**config.mk**
```make
export PLATFORM = sky130hd
export DESIGN_NAME = hsc_ram
export DESIGN_NICKNAME = d
export VERILOG_FILES = /design/src/sv/hsc_ram.sv
export SDC_FILE = /design/constraint.sdc
export NUM_CORES = 1
export LEC_CHECK = 0
export BUFFER_PORTS_ARGS = -buffer_cell sky130_fd_sc_hd__buf_4
export CAP_MARGIN = 20
export CORE_UTILIZATION = 30
export CTS_BUF_LIST = sky130_fd_sc_hd__clkbuf_8
export CTS_CLUSTER_DIAMETER = 50
export CTS_CLUSTER_SIZE = 28
export DETAILED_ROUTE_END_ITERATION = 7
export GPL_TIMING_DRIVEN = 1
export HOLD_SLACK_MARGIN = 0.15
export PLACE_DENSITY = 0.52
export SYNTH_ARGS = -nofsm -noshare
export SYNTH_HDL_FRONTEND = slang
export SYNTH_SLANG_ARGS = --single-unit
```
**constraint.sdc**
```tcl
create_clock -name clk -period 1.5 [get_ports clk]
set_input_delay 0.15 -clock clk [delete_from_list [all_inputs] [get_ports clk]]
set_output_delay 0.15 -clock clk [all_outputs]
set_load 0.02 [all_outputs]
```
**src/sv/hsc_ram.sv**
```systemverilog
// ============================================================================
// hsc_ram
// Simple dual-port RAM: one write port, one read port with registered data.
// ============================================================================
module hsc_ram #(
  parameter int unsigned WIDTH = 8,
  parameter int unsigned DEPTH = 16
) (
  input  logic                     clk,
  input  logic                     wr_en,
  input  logic [$clog2(DEPTH)-1:0] wr_addr,
  input  logic [WIDTH-1:0]         wr_data,
  input  logic                     rd_en,
  input  logic [$clog2(DEPTH)-1:0] rd_addr,
  output logic [WIDTH-1:0]         rd_data
);

  logic [WIDTH-1:0] mem [DEPTH];

  // Write, and read old contents on a same-address collision
  always_ff @(posedge clk) begin
    if (wr_en) begin
      mem[wr_addr] <= wr_data;
    end
    if (rd_en) begin
      rd_data <= mem[rd_addr];
    end
  end

endmodule

```
### Word level (Yosys, flattened, before mapping)

Memories as Yosys holds them, arrays and structs flattened. A register that Yosys moved wholly into a read port is not among the register bits.
Index checks and enable logic that the tools add are counted.
Widths: inputs -> output; s select.

* multiplexer cells: 2

Operators by type and width (count)
* $mux 1: 2

* input bits: 19
* memories: 1
* memory bits (writable): 128
* output and inout port bits: 8
* flip-flop bits (word level): 0

Memories
* mem: words 16, bits a word 8, rd ports 1, clocked after Yosys merged registers in 1, wr ports 1, RTL line 18 `logic [WIDTH-1:0] mem [DEPTH];`

### Logic depth before layout (Yosys ltp)

* depth after elaboration: 2
* mapped depth: 5

### Least setup slack after synthesis

Ideal clock, no wire load.

* path kind: input port to flip-flop
* start point: input port wr_addr[2]
* end point: memory mem[0][0], enable pin
* slack: -0.143 ns
* stages on the path: 2
* arrival: 1.260 ns
* data required time: 1.117 ns
* path buffers: 0
* cells stage by stage: or3b_2 nor3_1

RTL lines
* start: declaration: RTL line 11 `input logic [$clog2(DEPTH)-1:0] wr_addr,`
* end: declaration: RTL line 18

Straight into the memory's write port.

==> impl_metrics.csv <==
group,metric,value,unit
outcome,status,"complete, but fails checks",
outcome,violations,"setup timing",
clock_tree,cts_buffer_depth,2,
place,placed_cell_area,5864,um^2
detailed_routing,route.detailed.drc,0,
detailed_routing,antenna_left,0,
grt,antenna_found_initial,0,
timing,finalHoldViolCount,0,
timing,rsz0062_at_grt,"true",
critical_path,critical-path-top-delay-family,"multiplexers",
floorplan,initial_core_util,31.08,%
final_layout,multiInputGateArea,1082,um^2
floorplan,ios,27,
final_layout,area_growth,20.15,%
final_layout,diodes,0,
clock_tree,clock_sinks,136,
detailed_routing,wl,10.52,mm
final_layout,final_util,37.35,%
power,static-leakage-power,0.002109,uW
final_layout,fill_cells,1586,
final_layout,final_cell_mix,"edfxtp_1 (136), buf_4 (51), mux4_2 (18)",
run,drv_cap,0,
critical_path,cpMaxStageDelayCell,"mux4_1",
critical_path,crit_path_start_kind,"flip-flop",
place,hpwl,7.155,mm
grt,gr-usage-all-layers,12.76,%
timing,finalSetupTns,-0.001021,ns
clock_tree,insertion_delay,0.42,ns
timing,skew,0.007680,ns
critical_path,r2r_setup_slack,-0.001,ns
clock_tree,cts_setup_buffers,0,
floorplan,dieArea,17960,um^2
power,ir_worst_vdd,0.5103,mV
place,io_buffers,26,
worst_hold_path,min-delay-path-class,"input port to flip-flop",
detailed_routing,vias,2493,
final_layout,drive_above_1_share,32.26,%
timing,period_minus_slack,1.501,ns
synthesis,netlist_area,5228,um^2
grt,grt_overflow_total,0,
synthesis,synth.distinct_cells,18,
synthesis,syn_avg_cell_area,22.83,um^2
critical_path,max_stage_delay,0.50,ns
clock_tree,h-tree-depth,4,
grt,grt_pass1_vias,2659,
detailed_routing,routed_via_density,4.704,
floorplan,core,16820,um^2
clock_tree,cts_tree,"done",
detailed_routing,drt-initial-drc-count,179,
timing,slew_violations,0,
timing,finalWorstSetupSlack,-0.001021,ns
floorplan,die_w,134.0,um
timing,relSlewSlack,42.94,%
final_layout,final_common_cell,"edfxtp_1",
synthesis,ys_seq_elements,136,
floorplan,row_count,47,
timing,tightest_slew,0.8528,ns
critical_path,crit_buf_inv,0,
detailed_routing,dr.pass1.iters,4,
timing,fmax,0.6662,GHz
detailed_routing,drt-wirelength-per-cell,19.84,um
clock_tree,root_buffer,"clkbuf_8",
floorplan,die_h,134.0,um
final_layout,stdcell_area,6281,um^2
place,gp_congestion,0.7294,
final_layout,nNetsFinal,320,
clock_tree,path_clk_slew,0.07,ns
clock_tree,numCtsBuffers,17,
grt,grt_max_degree,17,
power,power.total,7222,uW
grt,grt_pass1_wl,16.08,mm
critical_path,worst_ep_arrival_time,1.66,ns
critical_path,worstPathRequired,1.66,ns
critical_path,path_class,"flip-flop to flip-flop",
timing,setup_viol,1,
synthesis,synthCells,229,
synthesis,synth_warnings,0,
critical_path,endpoint_kind,"flip-flop",
critical_path,cp_max_fo,1,
synthesis,ys_seq_area_share,78.12,%
final_layout,seq_area,4084,um^2
power,power.density,1150,nW/um^2
timing,period_share,100.1,%
synthesis,synth_nets,248,
critical_path,worstPathCellList,"mux4_1 -> a22oi_1 -> nand2_1",
layout make-up:
class,count,share of cell area [%]
Clock buffer,17,3.725
Tap cell,220,4.382
Multi-Input combinational cell,83,17.23
Sequential cell,136,65.02
Clock inverter,11,1.155
Timing Repair Buffer,63,8.486
Yosys cell counts:
master	number	area share, %
edfxtp_1	136	78
mux4_2	18	7.8
a22oi_1	16	2.3
mux4_1	14	7.0
nor2_1	13	0.93
nand2_1	9	0.65
nor3_1	4	0.38
buf_2	3	0.29
buf_6	3	0.65
clkdlybuf4s25_2	3	0.57
nand2b_1	2	0.24
nand3b_1	2	0.29
and2_1	1	0.12
and2b_1	1	0.14
buf_4	1	0.14
nand3_1	1	0.096
nor2b_1	1	0.12
or3b_2	1	0.17
kinds of logic (layout without fill, tap and decap cells):
group | count (synthesis) | in the layout | share of synthesized area [%]
flip-flops | 136 | 136 | 78.12
AND/OR/NAND/NOR | 35 | 35 | 3.136
multiplexers | 32 | 32 | 14.79
AO/OA/AOI/OAI | 16 | 16 | 2.298
buffers and inverters | 10 | 91 | 1.651
worst register-to-register path, cell delays in order (launching register included):
cell	delay, ns
edfxtp_1	0.37
mux4_1	0.50
a22oi_1	0.27
nand2_1	0.10
flip-flops by register name, summed over array words and instances (netlist names):
signal,count
mem,128
rd_data,8
repair_timing:
item	in CTS	in global routing
resized for setup	1	3
setup endpoints to repair	1	6
hold buffers	9	0
pin swaps	0	1
hold endpoints to repair	136	0
where the power goes:
part	leakage, uW	switching (uW)	internal [uW]
Sequential	0.00124	22.6	4280
Combinational	0.000696	259	223
Clock	0.000176	1220	1220
Total	0.00211	1500	5720
per-stage QoR:
| step | worst slack [ns] | instances | hold slack (ns) |
|---|---|---|---|
| 6_report | -0.001021 | 530 | 0.2327 |
| 5_1_grt | -0.01597 | 530 | 0.1928 |
| 4_1_cts | 0.0005027 | 530 | 0.1892 |
| 3_5_place_dp | -0.2416 | 493 | 0.4701 |
| 3_3_place_gp | -0.2297 | 493 | 0.4604 |
| 2_1_floorplan | 0.06759 | 229 | 0.2489 |
final timing paths:
check | from | endpoint | cells after the start
max | mem[9][2] | rd_data[2] | 3
min | wr_addr[0] | mem[0][3] | 3
max reg2reg | mem[9][2] | rd_data[2] | 3
min reg2reg | mem[15][4] | rd_data[4] | 3
layer usage:
| metal | track usage (%) | vias to the layer above | routed length [um] | part of all wire (%) |
|---|---|---|---|---|
| met1 | 17.37 | 1308 | 5070 | 48 |
| met5 | 0 | - | 0 | 0 |
| li1 | - | 1116 | - | - |
| met3 | 4.157 | 7 | 520 | 4.9 |
| met4 | 4.356 | 0 | 85 | 0.81 |
| met2 | 19.20 | 62 | 4840 | 46 |
(Power assumes the default switching activity.)
